===== config.mk =====
export PLATFORM = sky130hd
export DESIGN_NAME = subrecord_rx_deframer_core
export DESIGN_NICKNAME = d
export VERILOG_FILES = /design/src/sdf_pkg.sv /design/src/sdf_slot_match.sv /design/src/subrecord_rx_deframer_core.sv
export SDC_FILE = /design/constraint.sdc
export NUM_CORES = 1
export LEC_CHECK = 0
export ABC_AREA = 1
export BUFFER_PORTS_ARGS = -buffer_cell sky130_fd_sc_hd__buf_2
export CORE_MARGIN = 2
export CORE_UTILIZATION = 50
export DETAILED_ROUTE_END_ITERATION = 6
export PLACE_DENSITY = 0.73
export SYNTH_ARGS = -nofsm -noshare
export SYNTH_HDL_FRONTEND = slang
export SYNTH_SLANG_ARGS = --single-unit

===== constraint.sdc =====
create_clock -name i_clk -period 3.83 [get_ports i_clk]
set_input_delay 0.1915 -clock i_clk [delete_from_list [all_inputs] [get_ports i_clk]]
set_output_delay 0.1915 -clock i_clk [all_outputs]
set_load 0.005 [all_outputs]

===== src/sdf_pkg.sv =====
package sdf_pkg;

    localparam int DEF_SLOTS       = 4;
    localparam int DEF_FRAME_BYTES = 32;
    localparam int MAX_SLOTS       = 4;

    localparam logic [7:0] PAD_ID  = 8'hFF;
    localparam logic [7:0] NULL_ID = 8'h00;

    localparam int CFG_IDX_W = 3;
    localparam logic [CFG_IDX_W-1:0] CFG_ID_0      = 3'd0;
    localparam logic [CFG_IDX_W-1:0] CFG_ID_1      = 3'd1;
    localparam logic [CFG_IDX_W-1:0] CFG_ID_2      = 3'd2;
    localparam logic [CFG_IDX_W-1:0] CFG_ID_3      = 3'd3;
    localparam logic [CFG_IDX_W-1:0] CFG_UNKNOWN_EN = 3'd4;
    localparam logic [CFG_IDX_W-1:0] CFG_ALL_EN     = 3'd5;

    typedef enum logic [1:0] {
        KIND_HEADER  = 2'd0,
        KIND_DATA    = 2'd1,
        KIND_OVERRUN = 2'd2
    } t_kind;

    typedef struct packed {
        logic       hit;
        logic [1:0] slot;
    } t_match;

    typedef struct packed {
        logic unknown_en;
        logic all_en;
    } t_handler_en;

endpackage


===== src/sdf_slot_match.sv =====
module sdf_slot_match
    import sdf_pkg::*;
#(
    parameter int SLOTS = DEF_SLOTS
) (
    input  logic                 i_clk,
    input  logic                 i_rst_n,
    input  logic                 i_wr,
    input  logic [CFG_IDX_W-1:0] i_wr_index,
    input  logic [7:0]           i_wr_data,
    input  logic [7:0]           i_id,
    output t_match               o_match,
    output t_handler_en          o_handler_en
);

    localparam int NSLOT = (SLOTS < MAX_SLOTS) ? SLOTS : MAX_SLOTS;

    logic [7:0]  r_slot_id [NSLOT];
    t_handler_en r_handler_en;

    always_ff @(posedge i_clk) begin
        if (!i_rst_n) begin
            for (int j = 0; j < NSLOT; j++) begin
                r_slot_id[j] <= PAD_ID;
            end
            r_handler_en <= '0;
        end else if (i_wr) begin
            for (int j = 0; j < NSLOT; j++) begin
                if (i_wr_index == CFG_IDX_W'(j)) begin
                    r_slot_id[j] <= i_wr_data;
                end
            end
            if (i_wr_index == CFG_UNKNOWN_EN) begin
                r_handler_en.unknown_en <= i_wr_data[0];
            end
            if (i_wr_index == CFG_ALL_EN) begin
                r_handler_en.all_en <= i_wr_data[0];
            end
        end
    end

    // lowest matching slot wins
    always_comb begin
        o_match = '0;
        for (int j = NSLOT - 1; j >= 0; j--) begin
            if (r_slot_id[j] == i_id) begin
                o_match.hit  = 1'b1;
                o_match.slot = 2'(j);
            end
        end
    end

    assign o_handler_en = r_handler_en;

endmodule


===== src/subrecord_rx_deframer_core.sv =====
// Channel   Direction  Handshake                 Payload
// input     in         i_valid / o_ready         i_data_byte, i_frame_len
// result    out        o_valid / i_ready         o_kind .. o_record_end
// config    in         i_cfg_valid / o_cfg_ready i_cfg_index, i_cfg_data
//
// One byte is taken per cycle while o_ready is high; its result (if any) appears
// in the output register in the cycle after the byte is accepted.
// o_ready drops only while a held result waits on i_ready.
// Synchronous active-low reset; config is always ready.
module subrecord_rx_deframer_core
    import sdf_pkg::*;
#(
    parameter int SLOTS       = DEF_SLOTS,
    parameter int FRAME_BYTES = DEF_FRAME_BYTES
) (
    input  logic                 i_clk,
    input  logic                 i_rst_n,
    input  logic                 i_valid,
    output logic                 o_ready,
    input  logic [7:0]           i_data_byte,
    input  logic [5:0]           i_frame_len,
    output logic                 o_valid,
    input  logic                 i_ready,
    output logic [1:0]           o_kind,
    output logic [7:0]           o_program_id,
    output logic [4:0]           o_record_len,
    output logic [7:0]           o_payload_byte,
    output logic [4:0]           o_data_index,
    output logic                 o_slot_hit,
    output logic [1:0]           o_slot_index,
    output logic                 o_to_unknown,
    output logic                 o_to_all,
    output logic                 o_record_end,
    input  logic                 i_cfg_valid,
    output logic                 o_cfg_ready,
    input  logic [CFG_IDX_W-1:0] i_cfg_index,
    input  logic [7:0]           i_cfg_data
);

    typedef enum logic [1:0] {
        PH_ID   = 2'd0,
        PH_LEN  = 2'd1,
        PH_DATA = 2'd2,
        PH_SKIP = 2'd3
    } t_phase;

    typedef struct packed {
        t_kind      kind;
        logic [7:0] program_id;
        logic [4:0] record_len;
        logic [7:0] payload_byte;
        logic [4:0] data_index;
        logic       slot_hit;
        logic [1:0] slot_index;
        logic       to_unknown;
        logic       to_all;
        logic       record_end;
    } t_result;

    localparam logic [5:0] FRAME_MAX = 6'(FRAME_BYTES);

    t_phase      r_phase, n_phase;
    logic [5:0]  r_pos, n_pos;
    logic [7:0]  r_id, n_id;
    logic [4:0]  r_len, n_len;
    logic [4:0]  r_cnt, n_cnt;
    logic        r_hit, n_hit;
    logic [1:0]  r_slot, n_slot;
    logic        r_out_valid;
    t_result     r_out, n_out;
    logic        n_emit;

    t_match      match;
    t_handler_en handler_en;

    logic        accept;
    logic        bad_len;
    logic        restart;
    logic [5:0]  pos;
    logic        last;
    t_phase      phase;
    logic [8:0]  len_end;
    logic [5:0]  cnt_inc;

    assign o_cfg_ready = 1'b1;
    assign o_ready     = !r_out_valid || i_ready;
    assign accept      = i_valid && o_ready;

    sdf_slot_match #(
        .SLOTS(SLOTS)
    ) u_match (
        .i_clk       (i_clk),
        .i_rst_n     (i_rst_n),
        .i_wr        (i_cfg_valid && o_cfg_ready),
        .i_wr_index  (i_cfg_index),
        .i_wr_data   (i_cfg_data),
        .i_id        (i_data_byte),
        .o_match     (match),
        .o_handler_en(handler_en)
    );

    always_comb begin
        bad_len = (i_frame_len == 6'd0) || (i_frame_len > FRAME_MAX);
        restart = (r_pos >= i_frame_len);
        pos     = restart ? 6'd0 : r_pos;
        phase   = restart ? PH_ID : r_phase;
        last    = ((pos + 6'd1) == i_frame_len);
        len_end = {3'b000, pos} + {1'b0, i_data_byte};
        cnt_inc = {1'b0, r_cnt} + 6'd1;

        n_phase = phase;
        n_pos   = r_pos;
        n_id    = r_id;
        n_len   = r_len;
        n_cnt   = r_cnt;
        n_hit   = r_hit;
        n_slot  = r_slot;
        n_emit  = 1'b0;

        n_out              = '0;
        n_out.program_id   = r_id;
        n_out.slot_hit     = r_hit;
        n_out.slot_index   = r_slot;
        n_out.to_unknown   = !r_hit && handler_en.unknown_en;
        n_out.to_all       = handler_en.all_en;

        case (phase)
            PH_ID: begin
                if (i_data_byte != NULL_ID && i_data_byte != PAD_ID) begin
                    n_id   = i_data_byte;
                    n_hit  = match.hit;
                    n_slot = match.slot;
                    if (last) begin
                        n_emit           = 1'b1;
                        n_out            = '0;
                        n_out.kind       = KIND_OVERRUN;
                        n_out.program_id = i_data_byte;
                        n_out.record_end = 1'b1;
                        n_phase          = PH_SKIP;
                    end else begin
                        n_phase = PH_LEN;
                    end
                end
            end
            PH_LEN: begin
                n_emit = 1'b1;
                if (len_end < {3'b000, i_frame_len}) begin
                    n_len            = i_data_byte[4:0];
                    n_cnt            = 5'd0;
                    n_out.kind       = KIND_HEADER;
                    n_out.record_len = i_data_byte[4:0];
                    n_out.record_end = (i_data_byte == 8'd0);
                    n_phase          = (i_data_byte == 8'd0) ? PH_ID : PH_DATA;
                end else begin
                    n_out            = '0;
                    n_out.kind       = KIND_OVERRUN;
                    n_out.program_id = r_id;
                    n_out.record_end = 1'b1;
                    n_phase          = PH_SKIP;
                end
            end
            PH_DATA: begin
                n_emit             = 1'b1;
                n_out.kind         = KIND_DATA;
                n_out.record_len   = r_len;
                n_out.payload_byte = i_data_byte;
                n_out.data_index   = r_cnt;
                n_out.record_end   = (cnt_inc >= {1'b0, r_len});
                n_cnt              = cnt_inc[4:0];
                if (cnt_inc[4:0] >= r_len) begin
                    n_phase = PH_ID;
                end
            end
            default: begin
            end
        endcase

        if (last) begin
            n_pos   = 6'd0;
            n_phase = PH_ID;
        end else begin
            n_pos = pos + 6'd1;
        end

        if (bad_len) begin
            n_phase = PH_ID;
            n_pos   = 6'd0;
            n_id    = r_id;
            n_len   = r_len;
            n_cnt   = r_cnt;
            n_hit   = r_hit;
            n_slot  = r_slot;
            n_emit  = 1'b0;
        end
    end

    always_ff @(posedge i_clk) begin
        if (!i_rst_n) begin
            r_phase     <= PH_ID;
            r_pos       <= '0;
            r_id        <= '0;
            r_len       <= '0;
            r_cnt       <= '0;
            r_hit       <= 1'b0;
            r_slot      <= '0;
            r_out_valid <= 1'b0;
        end else begin
            if (accept) begin
                r_phase <= n_phase;
                r_pos   <= n_pos;
                r_id    <= n_id;
                r_len   <= n_len;
                r_cnt   <= n_cnt;
                r_hit   <= n_hit;
                r_slot  <= n_slot;
            end
            if (accept) begin
                r_out_valid <= n_emit;
            end else if (i_ready) begin
                r_out_valid <= 1'b0;
            end
        end
    end

    always_ff @(posedge i_clk) begin
        if (accept && n_emit) begin
            r_out <= n_out;
        end
    end

    assign o_valid        = r_out_valid;
    assign o_kind         = r_out.kind;
    assign o_program_id   = r_out.program_id;
    assign o_record_len   = r_out.record_len;
    assign o_payload_byte = r_out.payload_byte;
    assign o_data_index   = r_out.data_index;
    assign o_slot_hit     = r_out.slot_hit;
    assign o_slot_index   = r_out.slot_index;
    assign o_to_unknown   = r_out.to_unknown;
    assign o_to_all       = r_out.to_all;
    assign o_record_end   = r_out.record_end;

endmodule


Yosys cells after proc, flatten, opt, wreduce, memory -nomap -nowiden. Memories as Yosys holds them, arrays and structs flattened. Index checks and enable logic that the tools add are counted.

Input bits: 30. Memories: 1. Output and inout bits: 37. Register bits after elaboration: 66. RAM bits: 32. Logic and storage cells: 124.

Memories: u_match.r_slot_id (depth 4, bits a word 8, read ports 4, clocked after memory_dff 0, wr ports 4, line sdf_slot_match.sv:18) `logic [7:0] r_slot_id [NSLOT];`.

Magnitude comparators: 5. Add/subtract/negate cells: 3. Equal/unequal tests: 14. Bitwise gates (word level): 5. Mux-type cells: 55. Reductions and logical operators: 21.

Operator list (count): 34-bit 2-to-1 mux (2); 18-bit case mux with 3 select lines (1); 8-bit 2-to-1 mux (5); 8-bit == test (4); 1-bit 2-to-1 mux (23); 5-bit case mux with 2 select lines (2); 6-bit 2-to-1 mux (3); 2-bit 2-to-1 mux (8); 5-bit 2-to-1 mux (3); 3-bit 2-to-1 mux (4); 2-bit case mux with 3 select lines (2); 4-bit AND reduction (3); 6-bit by 8-bit adder with 9-bit output (1); 9-bit by 6-bit less-than comparator with 1-bit output (1); 8-bit zero test (1); 8-bit inequality test, second input constant (1); 8-bit nonzero test (1); 5-bit by 1-bit adder with 6-bit output, second input constant (1); 6-bit by 1-bit adder with 6-bit output, second input constant (1); 3-bit by 2-bit == test with 1-bit output, second input constant (2); 3-bit == test, second input constant (2); 6-bit == test (1); 6-bit by 5-bit greater-or-equal comparator with 1-bit output (1); 6-bit greater-or-equal comparator (1); 19 further kinds (29).

Longest topological paths before layout. Gate-level depths: netlist (run 1).

Word-level depth: 9. Depth in mapped cells: 29. Depth with buffers taken out: 29.

By module. A second synthesis (run 1) with hierarchy kept.

Cells, all modules: 672. Area total of the unflattened synthesis: 5515.3 um^2.

Modules (own cells, without submodules): subrecord_rx_deframer_core (instances 1, area an instance 3679.8 um^2, cells each 448, seq. area each 1621.6 um^2); sdf_slot_match (instances 1, area an instance 1835.5 um^2, cells each 224, seq. area each 1001.0 um^2).

Worst setup path before layout (run 1). OpenSTA, ideal clock, no wires.

Kind: register to register. Start point: register r_pos[0]. End point: register r_cnt[2]. Required time: 3.696 ns. Setup time: 0.134 ns. Path buffers: 0. Slack: 0.233 ns. Data arrival time: 3.463 ns. Stages on the path, launching flop included: 29. Clock period less this slack: 3.597 ns. Cells stage by stage: dfxtp_1 inv_1 ha_1 inv_1 nand2_1 nand2_1 nand2_1 nand2_2 nand3_1 inv_1 ha_1 fa_1 nand3_1 nand3_1 xor2_1 inv_1 ha_1 nand2_1 inv_1 nor3_1 a21boi_0 nor2_1 nand2_1 nand2_1 nand2_1 nor2_1 nor2_1 nand2_1 a21oi_1.

Cells in the longest elaborated chain, start to end: 6. Elaborated cells between the ends (all ways): 11. Classes of those cells: add/sub: 1; order compare: 2; eq/ne: 3; mux: 3; reduce/logical: 2.

Ends and longest elaborated chain: start, declared (line subrecord_rx_deframer_core.sv:63) `logic [5:0] r_pos, n_pos;`; start signal, assigned (line subrecord_rx_deframer_core.sv:210) `r_pos <= n_pos;`; 6-bit greater-or-equal comparator (line subrecord_rx_deframer_core.sv:104) `restart = (r_pos >= i_frame_len);`; 6-bit 2-to-1 mux (line subrecord_rx_deframer_core.sv:105) `pos = restart ? 6'd0 : r_pos;`; 6-bit by 8-bit adder with 9-bit output (line subrecord_rx_deframer_core.sv:108) `len_end = {3'b000, pos} + {1'b0, i_data_byte};`; 9-bit by 6-bit less-than comparator with 1-bit output (line subrecord_rx_deframer_core.sv:147) `if (len_end < {3'b000, i_frame_len}) begin`; 2-bit inequality test (no line); 4-bit AND reduction (no line); end signal, assigned (line subrecord_rx_deframer_core.sv:213) `r_cnt <= n_cnt;`; end, declared (line subrecord_rx_deframer_core.sv:66) `logic [4:0] r_cnt, n_cnt;`.

Parallel ways exist; a longest one is shown, timed or not. A chain may end at the register's enable or synchronous reset.

==> impl_results.md, run 1 <==
* Post-synthesis mux area share at 0%
* P_leak at 2.726 nW
* Clk_skew at 0.01126 ns
* WHS at 0.1124 ns
* Final WS setup at 0.1858 ns
* Max capacitance violation total at 0
* Dpl hpwl at 8.584 mm
* Design area at 6320 sq um
* WL/cell at 14.29 um
* CP required at 3.97 ns
* Top post-synthesis cells by area: edfxtp_1, dfxtp_1, nand2_1
* Max VDD drop at 244.4 uV
* Ys flop type: edfxtp_1
* Nets@finish at 761
* Total number of vias at 4468
* Row Count at 37
* Diodes inserted at 0
* Hold buffers post-CTS at 0
* Min-Delay Path Class: input pin to flop
* Synth Area in Adders at 7.363%
* Synth warn at 0
* Largest net degree at the start of global routing at 35
* Clock transition at path regs at 0.10 ns
* Place WS at 0.04806 ns
* Hold depth at 3
* Final setup violation count at 0
* P per Cell Area at 336.6 nW/um^2
* Initial DRC count at 278
* DR pass1 iterations at 7
* Largest family of logic cells by synthesized area: simple AND/OR/NAND/NOR gates
* R2r setup slk at 0.19 ns
* Initial core utilization at 51.79%
* Yosys top cell by area: edfxtp_1
* Post-route clock period utilization at 95.15%
* Fraction of registers with async set/reset at 0%
* RR Startpoint: r_pos[3]$_SDFFE_PN0P_
* Layout cell share with drive strength beyond 1 at 21.70%
* Syn Nets at 685
* Clk buf depth at 2
* Routed Wire Length at 12.02 mm
* Syn_area_per_cell at 8.606 sq um
* Layout fillers at 899
* CTS sink count at 98
* RePlAce Congestion at 0.9077
* Number of library cell types mapped by synthesis at 40
* Initial antenna violation count at 0
* Cells after Synth at 624
* Crit start category: flop
* Core Box Area at 10370 sq um
* EDFF count, synth at 66
* Area post-placement at 5877 sq um
* # port buffers at 65
* Min cycle time layout at 3.644 ns
* H-tree depth at 3
* DRC Markers at 0
* Max FO, Critical Path at 6
* Reg-to-Reg End: o_slot_index[1]$_DFFE_PP_
* CTS tree: done
* Peak Freq at 274.4 MHz
* Post-synthesis sequential area ratio at 48.84%
* I/O Pins at 67
* First-pass GRT wire length at 19.11 mm
* Cell Area, Synth at 5370 sq um
* Unrepaired setup endpoints after global routing: true
* XOR/XNOR share of the synthesized area at 4.240%
* CTS Root Cell: clkbuf_8
* Placed Cells at 819
* CTS buffer count at 9
* Clk_lat worst skew at 0.38 ns
* Path depth of the worst reg2reg path at 25
* Synth Area in Compound Gates at 8.295%
* Die Y-Extent at 107.6 um
* Die Wd at 107.6 um
* Final hold vios at 0
* Seq cells post-synth at 98
* Status: complete, no violations
* CP Launch Point: r_pos[3]$_SDFFE_PN0P_
* Gr ovfl total at 0
* Crit end category: flop
* Worst Path Arrival at 3.78 ns
* Fin. max-slew vios at 0
* Antenna Violating Nets Remaining at 0
* Worst Tran Pin Value at 0.7580 ns
* Simple-Gate Fraction of Synth Area at 23.70%
* Critical path type: flop to flop
* Synth top area share at 36.91%
* Design Power at 2.127 mW
* Die area at 11590 sq um
* Hold path startpoint: i_cfg_valid
* Via count of the first global-routing pass at 4106
* DR vias/cell at 5.313
* Synth cell count leaders: nand2_1, inv_1, edfxtp_1
* Most common cell in the netlist: nand2_1
* Total Routing Usage GR at 21.11%
* Finished Layout Cells at 841
* Max-Slew Margin vs Limit at 49.16%
* Worst setup endpoint: o_slot_index[1]$_DFFE_PP_
* Synthesis-to-finish area growth at 17.68%
how the worst min path moves through the flow:
stage / end
after floorplan: r_hit$_SDFFE_PN0P_
after global placement: u_match.o_handler_en[1]$_SDFFE_PN0P_
after detailed placement: u_match.o_handler_en[1]$_SDFFE_PN0P_
after global routing: u_match.o_handler_en[1]$_SDFFE_PN0P_
final: u_match.o_handler_en[1]$_SDFFE_PN0P_
after CTS: u_match.o_handler_en[1]$_SDFFE_PN0P_
placed cells by master, fill, tap and decap left out, drive strengths merged, types with 2 or more instances in the layout:
master,synthesis,layout
nand4,18,18
a21oi,47,47
edfxtp,66,66
nor2,39,39
nor3,7,7
clkinv,3,5
nor3b,4,4
xor2,12,12
nor4,4,4
inv,86,89
buf,7,80
and3b,4,4
nand3,31,31
ha,30,30
or2,8,8
nand2,166,166
o21ai,28,28
xnor2,14,14
clkbuf,8,9
dfxtp,32,32
a31oi,2,2
area by class of cell:
class | count | area, sq um | area share (%)
Timing Repair Buffer | 80 | 470.5 | 7.444
Sequential cell | 98 | 2629 | 41.60
Clock buffer | 9 | 123.9 | 1.960
Clock inverter | 7 | 75.07 | 1.188
Tap cell | 136 | 170.2 | 2.693
Multi-Input combinational cell | 422 | 2515 | 39.79
Inverter | 89 | 336.6 | 5.326
registers in the layout, indices dropped and copies added, names as in the netlist:
name and count:
o_record_end 1, o_record_len 5, r_phase 2, r_slot 2, o_to_all 1, u_match.o_handler_en 2, o_slot_index 2, o_to_unknown 1
o_kind 2, r_cnt 5, r_len 5, o_payload_byte 8, o_data_index 5, r_id 8, o_program_id 8, r_pos 6
o_valid 1, u_match.r_slot_id 32, r_hit 1, o_slot_hit 1
power by group:
part           leakage, nW  internal [mW]  total [mW]  switching [mW]
Clock               0.0996          0.308       0.685           0.377
Sequential           0.896           1.17        1.19          0.0173
Combinational         1.73         0.0965       0.256           0.159
metrics by stage:
stage	setup TNS (ns)	utilization, %
2_1_floorplan	0	-
3_3_place_gp	0	56.67
3_5_place_dp	0	56.67
4_1_cts	0	58.59
5_1_grt	-0.3224	60.94
6_report	0	60.94
worst max-delay path: stages (launching register included):
cell and delay, ns:
dfxtp_2 0.34, ha_1 0.29, nand2_1 0.10, nand2_2 0.07, a21oi_4 0.24, buf_12 0.14
nand2_4 0.07, inv_4 0.08, nand2_2 0.07, inv_2 0.11, ha_4 0.21, nand2_1 0.07
nand3_2 0.09, xor2_1 0.16, inv_1 0.09, ha_4 0.27, nand2_1 0.06, nor2_2 0.10
nor3_2 0.04, a21boi_1 0.13, nor2_1 0.07, nand2_2 0.13, nor2_1 0.06, buf_4 0.16
a21oi_4 0.19, nor2_1 0.06
repair_timing:
item | in CTS | in global routing
endpoints found under the hold margin | 0 | 0
gates resized for setup | 0 | 47
setup endpoints to repair | 0 | 24
setup buffers | 0 | 6
metal layers:
metal  up-vias  wire [um]  global-route usage, %
li1       2206          -                      -
met1      2083       5132                  27.11
met2       160       5937                  35.67
met3        19        723                  3.269
met4         0        224                  8.516
met5         -          0                      0
kinds of logic after synthesis:
kind of cell,count (synthesis)
buf+inv,104
xor+xnor,26
compound gates,81
other cells,1
simple gates,283
fa+ha+maj,31
flops,98
Power figures use the tool's default switching activity.
==> inputs of run 2 (changes only) <==
Settings changed: SYNTH_HIERARCHICAL set to 1.
==> impl_results.md, run 2 <==
* DRC Markers at 0 (unchanged)
* XOR/XNOR share of the synthesized area at 3.811% (-0.43 points)
* Reg-to-Reg End: r_phase[0]$_SDFFE_PN0P_
* Antenna Violating Nets Remaining at 0 (unchanged)
* Fin. max-slew vios at 0 (unchanged)
* Top post-synthesis cells by area: edfxtp_1, nand2_1, dfxtp_1
* Largest register FFs at 32 (unchanged)
* Max-Slew Margin vs Limit at 46.01% (-3.2 points)
* Initial DRC count at 249 (-10%)
* P per Cell Area at 331.7 nW/um^2 (-1.5%)
* Clock transition at path regs at 0.10 ns (about the same)
* # port buffers at 65 (unchanged)
* Setup TNS at 0 ns (unchanged)
* Max capacitance violation total at 0 (unchanged)
* Min cycle time layout at 3.750 ns (+0.1063 ns)
* Worst Tran Pin Value at 0.8069 ns (+0.04897 ns)
* Routed Wire Length at 12.23 mm (+1.7%)
* Synth Area in Adders at 7.169% (-0.19 points)
* Post-route clock period utilization at 97.92% (+2.8 points)
* RePlAce Congestion at 0.9039 (-0.42%)
* Peak Freq at 266.6 MHz (-2.8%)
* Synth cell count leaders: nand2_1, inv_1, edfxtp_1
* CTS tree: done
* Seq cells post-synth at 98 (unchanged)
* Hold buffers post-CTS at 0 (unchanged)
* DR pass1 iterations at 5 (-2)
* Crit end category: flop
* Clk buf depth at 2 (unchanged)
* Most common cell in the netlist: nand2_1
* Commonest non-fill, non-tap cell in the layout: nand2_1
* Cells after Synth at 672 (+7.7%)
* Most frequent cells in the layout: nand2_1, inv_1, edfxtp_1
* RR Startpoint: r_pos[2]$_SDFFE_PN0P_
* Initial core utilization at 51.10% (-0.68 points)
* Largest reg by FF count: u_match/r_slot_id
* WL/cell at 13.60 um (-4.8%)
* Final setup violation count at 0 (unchanged)
* Layout fillers at 932 (+3.7%)
* Largest net degree at the start of global routing at 35 (unchanged)
* Critical path type: flop to flop
* Min-Delay Path Class: input pin to flop
* Final WS setup at 0.07951 ns (-0.1063 ns)
* Post-synthesis mux area share at 0% (unchanged)
* Ys flop type: edfxtp_1
* Fraction of registers with async set/reset at 0% (unchanged)
* Syn_area_per_cell at 8.207 sq um (-4.6%)
* Synthesis-to-finish area growth at 15.95%
* Die Wd at 109.0 um (+1.3%)
* Status: complete, no violations
* Largest family of logic cells by synthesized area: simple AND/OR/NAND/NOR gates
* CTS Root Cell: clkbuf_8
* DR vias/cell at 5.080 (-4.4%)
* CTS buffer count at 9 (unchanged)
* Place WS at -0.04731 ns (-0.09537 ns)
* Nets@finish at 815 (+7.1%)
* Worst Path Arrival at 4.00 ns (+0.22 ns)
* Layout cell share with drive strength beyond 1 at 19.89% (-1.8 points)
* Multi-input combinational cell area at 2530 sq um (+0.60%)
* Via count of the first global-routing pass at 4251 (+3.5%)
* EDFF count, synth at 66 (unchanged)
* Clk_skew at 0.01101 ns (-0.0002445 ns)
* Gr ovfl total at 0 (unchanged)
* Simple-Gate Fraction of Synth Area at 24.52% (+0.83 points)
* Worst Hold Endpoint: o_valid$_SDFFE_PN0P_
* Syn Nets at 733 (+7.0%)
* Dpl hpwl at 8.838 mm (+3.0%)
* R2r setup slk at 0.08 ns (-0.11 ns)
* Total Routing Usage GR at 20.58% (-0.53 points)
* P_leak at 2.978 nW (+9.3%)
* FF/Latch Area at 2628 sq um (about the same)
* Path depth of the worst reg2reg path at 27 (+8.0%)
* Max VDD drop at 175.0 uV (-28%)
* CP required at 4.08 ns (+0.11 ns)
* Number of library cell types mapped by synthesis at 39 (-2.5%)
* Synth top area share at 35.93% (-0.97 points)
* Total number of vias at 4567 (+2.2%)
* Diodes inserted at 0 (unchanged)
* Crit start category: flop
* I/O Pins at 67 (unchanged)
* Post-synthesis sequential area ratio at 47.55% (-1.3 points)
* Final hold vios at 0 (unchanged)
* Clk_lat worst skew at 0.37 ns (about the same)
* Yosys top cell by area: edfxtp_1
* Die area at 11890 sq um (+2.6%)
* Max FO, Critical Path at 6 (unchanged)
* CTS sink count at 98 (unchanged)
* Synth warn at 6 (+6)
* Die Y-Extent at 109.0 um (+1.3%)
* Core Box Area at 10790 sq um (+4.1%)
* Cell Area, Synth at 5515 sq um (+2.7%)
* Row Count at 38 (+2.7%)
* Hold depth at 4 (+1)
* H-tree depth at 3 (unchanged)
* Initial antenna violation count at 0 (unchanged)
* Hold path startpoint: i_ready
* Synth Area in Compound Gates at 8.280% (-0.014 points)
* First-pass GRT wire length at 19.05 mm (-0.33%)
==> run 2: cell families after synthesis <==
logic type	count (synthesis)
AO/OA/AOI/OAI	81
XOR/XNOR	24
adder cells (fa/ha/maj)	31
buffers and inverters	121
flip-flops	98
other	1
AND/OR/NAND/NOR	316
==> run 2: final cells by class <==
class / instances / area share, %
sequential: 98 / 41.09
tap: 140 / 2.739
multi-input combinational: 454 / 39.56
inverter: 112 / 6.613
clock buffer: 10 / 1.996
clock inverter: 6 / 1.017
timing repair buffer: 79 / 6.985
==> run 2: report_power, final <==
| group | internal (mW) | leakage [nW] | switching (mW) | total (mW) |
|---|---|---|---|---|
| logic | 0.0946 | 1.98 | 0.169 | 0.264 |
| clock network | 0.304 | 0.0966 | 0.366 | 0.670 |
| registers | 1.17 | 0.898 | 0.0179 | 1.19 |
| total | 1.57 | 2.98 | 0.553 | 2.12 |
==> run 2: timing repair <==
item,4_1_cts,5_1_grt
pin swaps,0,10
resized for setup,3,26
gates cloned,0,1
endpoints found under the setup margin,4,24
setup buffers,0,8
==> run 2: metrics by stage <==
| step | instances | cell area, sq um | power, mW | utilization (%) | hold slack [ns] |
|---|---|---|---|---|---|
| 5_1_grt | 899 | 6395 | 2.213 | 59.25 | 0.1317 |
| 2_1_floorplan | 672 | 5515 | 1.373 | - | 0.3264 |
| 3_5_place_dp | 874 | 6020 | 1.460 | 55.77 | 0.4443 |
| 4_1_cts | 890 | 6221 | 2.114 | 57.64 | 0.08853 |
| 6_report | 899 | 6395 | 2.121 | 59.25 | 0.09470 |
| 3_3_place_gp | 874 | 6020 | 1.449 | 55.77 | 0.4424 |
==> run 2: worst max-delay path by stage <==
stage,end,slack (ns),from,cells past startpoint
after global placement,r_cnt[4]$_SDFFE_PN0P_,0.14,i_frame_len[5],27
after floorplan,r_cnt[0]$_SDFFE_PN0P_,0.35,r_pos[0]$_SDFFE_PN0P_,26
final,r_phase[0]$_SDFFE_PN0P_,0.08,r_pos[2]$_SDFFE_PN0P_,27
after detailed placement,r_cnt[1]$_SDFFE_PN0P_,-0.05,i_frame_len[5],27
after global routing,r_cnt[0]$_SDFFE_PN0P_,-0.13,r_pos[2]$_SDFFE_PN0P_,25
after CTS,r_cnt[1]$_SDFFE_PN0P_,0.02,r_pos[0]$_SDFFE_PN0P_,28
==> run 2: critical path, stage by stage, from the launching register on <==
cell and delay, ns:
dfxtp_1 0.46, ha_1 0.18, nand2_1 0.06, nand2_2 0.07
a21oi_4 0.08, buf_4 0.15, nand3_4 0.08, inv_2 0.06
ha_4 0.16, fa_2 0.36, nand3_1 0.08, nand2_1 0.09
xnor2_1 0.18, inv_1 0.09, ha_4 0.22, nand2_1 0.10
inv_1 0.05, o2111ai_1 0.09, o211ai_1 0.14, a21oi_1 0.20
nand2_2 0.12, buf_4 0.15, nand2_1 0.12, nand2_1 0.08
nand2_1 0.06, nand2_1 0.05, nand3_1 0.06, a21oi_1 0.07
==> run 2: routing by layer <==
| layer | vias to the layer above | track usage, % | share of wire [%] |
|---|---|---|---|
| li1 | 2312 | - | - |
| met1 | 2077 | 26.03 | 42 |
| met2 | 153 | 34.52 | 49 |
| met3 | 25 | 4.124 | 6.2 |
| met4 | 0 | 8.242 | 2.1 |
| met5 | - | 0 | 0 |
==> inputs of run 3 (changes only) <==
Settings changed: SETUP_SLACK_MARGIN set to 0.15.
==> impl_results.md, run 3 (same netlist as run 2, synthesis figures left out) <==
* CTS buffer count at 9 (unchanged)
* # port buffers at 65 (unchanged)
* Crit start category: flop
* Core Box Area at 10790 sq um (unchanged)
* Placed Cells at 874 (unchanged)
* Min-Delay Path Class: input pin to flop
* Critical path type: flop to flop
* CP required at 4.15 ns (+0.07 ns)
* Largest register FFs at 32 (unchanged)
* RePlAce Congestion at 0.9039 (unchanged)
* Final setup violation count at 0 (unchanged)
* Clock transition at path regs at 0.10 ns (about the same)
* P_leak at 2.997 nW (+0.61%)
* Total number of vias at 4618 (+1.1%)
* DR pass1 iterations at 5 (unchanged)
* Clk_lat worst skew at 0.38 ns (about the same)
* H-tree depth at 3 (unchanged)
* Design area at 6560 sq um (+2.6%)
* Status: complete, no violations
* Largest reg by FF count: u_match/r_slot_id
* Routed Wire Length at 12.50 mm (+2.3%)
* Dpl hpwl at 8.838 mm (unchanged)
* Place WS at -0.04731 ns (unchanged)
* Row Count at 38 (unchanged)
* I/O Pins at 67 (unchanged)
* Synthesis-to-finish area growth at 18.94%
* Design Power at 2.139 mW (+0.86%)
* P per Cell Area at 326.1 nW/um^2 (-1.7%)
* Max-Slew Margin vs Limit at 46.06% (+0.056 points)
* Largest net degree at the start of global routing at 35 (unchanged)
* Max capacitance violation total at 0 (unchanged)
* CP Launch Point: r_pos[5]$_SDFFE_PN0P_
* DRC Markers at 0 (unchanged)
* Fin. max-slew vios at 0 (unchanged)
* Die Y-Extent at 109.0 um (unchanged)
* Most frequent cells in the layout: nand2_1, inv_1, edfxtp_1
* DR vias/cell at 5.125 (+0.89%)
* RR Startpoint: r_pos[5]$_SDFFE_PN0P_
* Initial DRC count at 263 (+5.6%)
* WL/cell at 13.88 um (+2.0%)
* Antenna Violating Nets Remaining at 0 (unchanged)
* Setup TNS at 0 ns (unchanged)
* Max VDD drop at 175.0 uV (about the same)
* Crit end category: flop
* Clk buf depth at 2 (unchanged)
* Nets@finish at 817 (+0.25%)
* Hold path startpoint: i_ready
* Worst Path Arrival at 3.94 ns (-0.06 ns)
* Min cycle time layout at 3.620 ns (-0.1305 ns)
* Initial core utilization at 51.10% (unchanged)
* Gr ovfl total at 0 (unchanged)
* Finished Layout Cells at 901 (+0.22%)
* Final WS setup at 0.2100 ns (+0.1305 ns)
* Die area at 11890 sq um (unchanged)
* Via count of the first global-routing pass at 4255 (+0.094%)
* Peak Freq at 276.2 MHz (+3.6%)
* Initial antenna violation count at 0 (unchanged)
* Commonest non-fill, non-tap cell in the layout: nand2_1
* Final hold vios at 0 (unchanged)
* Area post-placement at 6020 sq um (unchanged)
* Hold buffers post-CTS at 0 (unchanged)
* CTS Root Cell: clkbuf_8
* Die Wd at 109.0 um (unchanged)
* Clk_skew at 0.01274 ns (+0.001729 ns)
* Diodes inserted at 0 (unchanged)
* Layout cell share with drive strength beyond 1 at 24.18% (+4.3 points)
* Worst Tran Pin Value at 0.8061 ns (-0.0008428 ns)
* Max FO, Critical Path at 5 (-1)
* First-pass GRT wire length at 19.11 mm (+0.33%)
* Unrepaired setup endpoints after global routing: true
* CTS sink count at 98 (unchanged)
* Post-route clock period utilization at 94.52% (-3.4 points)
* CTS tree: done
* Total Routing Usage GR at 20.64% (+0.064 points)
==> run 3: cell count changes in the layout (fill, tap and decap cells not counted), moves of 2 or more <==
| cell | before | now |
|---|---|---|
| nand2_1 | 207 | 200 |
| nand2_2 | 8 | 15 |
| ha_4 | 5 | 8 |
| inv_4 | 1 | 3 |
| inv_1 | 100 | 96 |
| a21oi_2 | 2 | 11 |
| ha_1 | 25 | 21 |
| buf_4 | 12 | 14 |
| a21oi_1 | 43 | 33 |
| inv_2 | 11 | 13 |
==> run 3: power breakdown <==
part | internal, mW | switching [mW] | leakage [nW]
logic | 0.101 | 0.179 | 2.00
clock network | 0.304 | 0.368 | 0.0966
registers | 1.17 | 0.0181 | 0.899
total | 1.57 | 0.565 | 3.00
==> run 3: path summary, 6_finish.rpt <==
kind / end / slack, ns / depth (start not counted)
setup reg to reg: r_phase[0]$_SDFFE_PN0P_ / 0.21 / 27
hold reg to reg: u_match/o_handler_en[1]$_SDFFE_PN0P_ / 0.46 / 2
setup / recovery: r_phase[0]$_SDFFE_PN0P_ / 0.21 / 27
hold / removal: o_valid$_SDFFE_PN0P_ / 0.09 / 4
==> run 3: metal layers <==
layer | GRT usage (%) | up-vias | part of all wire [%]
li1 | - | 2311 | -
met1 | 26.18 | 2094 | 42
met2 | 34.61 | 181 | 49
met3 | 4.124 | 32 | 6.3
met4 | 8.150 | 0 | 2.8
met5 | 0 | - | 0
==> run 3: area by class of cell <==
class / count / area (sq um)
Multi-Input combinational cell: 454 / 2674
Sequential cell: 98 / 2629
Timing Repair Buffer: 81 / 461.7
Clock inverter: 6 / 65.06
Fill cell: 907 / 4233
Tap cell: 140 / 175.2
Inverter: 112 / 427.9
Clock buffer: 10 / 127.6
==> run 3: stage by stage <==
stage               hold WS [ns]  util, %
finish                   0.09195    60.78
global route              0.1317    60.78
CTS                      0.08853    57.79
detailed placement        0.4443    55.77
global placement          0.4424    55.77
floorplan                 0.3264        -
==> run 3: critical path, stage by stage (launching register included) <==
cell	delay [ns]
dfxtp_2	0.36
ha_4	0.27
nand2_2	0.06
inv_2	0.07
a21oi_4	0.07
buf_4	0.15
nand3_4	0.09
inv_4	0.05
ha_4	0.16
fa_2	0.40
nand3_2	0.08
nand2_2	0.07
xnor2_2	0.18
inv_2	0.07
ha_4	0.27
nand2_2	0.06
inv_2	0.05
o2111ai_2	0.09
o211ai_1	0.14
a21oi_2	0.09
nand2_2	0.13
buf_4	0.14
nand2_2	0.07
nand2_1	0.08
nand2_1	0.05
nand2_1	0.05
nand3_1	0.09
a21oi_2	0.15
==> run 3: timing repair <==
item                                    CTS  global route
resized for setup                         7            60
cloned                                    0             1
pin swaps                                 3            22
endpoints found under the setup margin   20            58
buffers inserted                          1             9
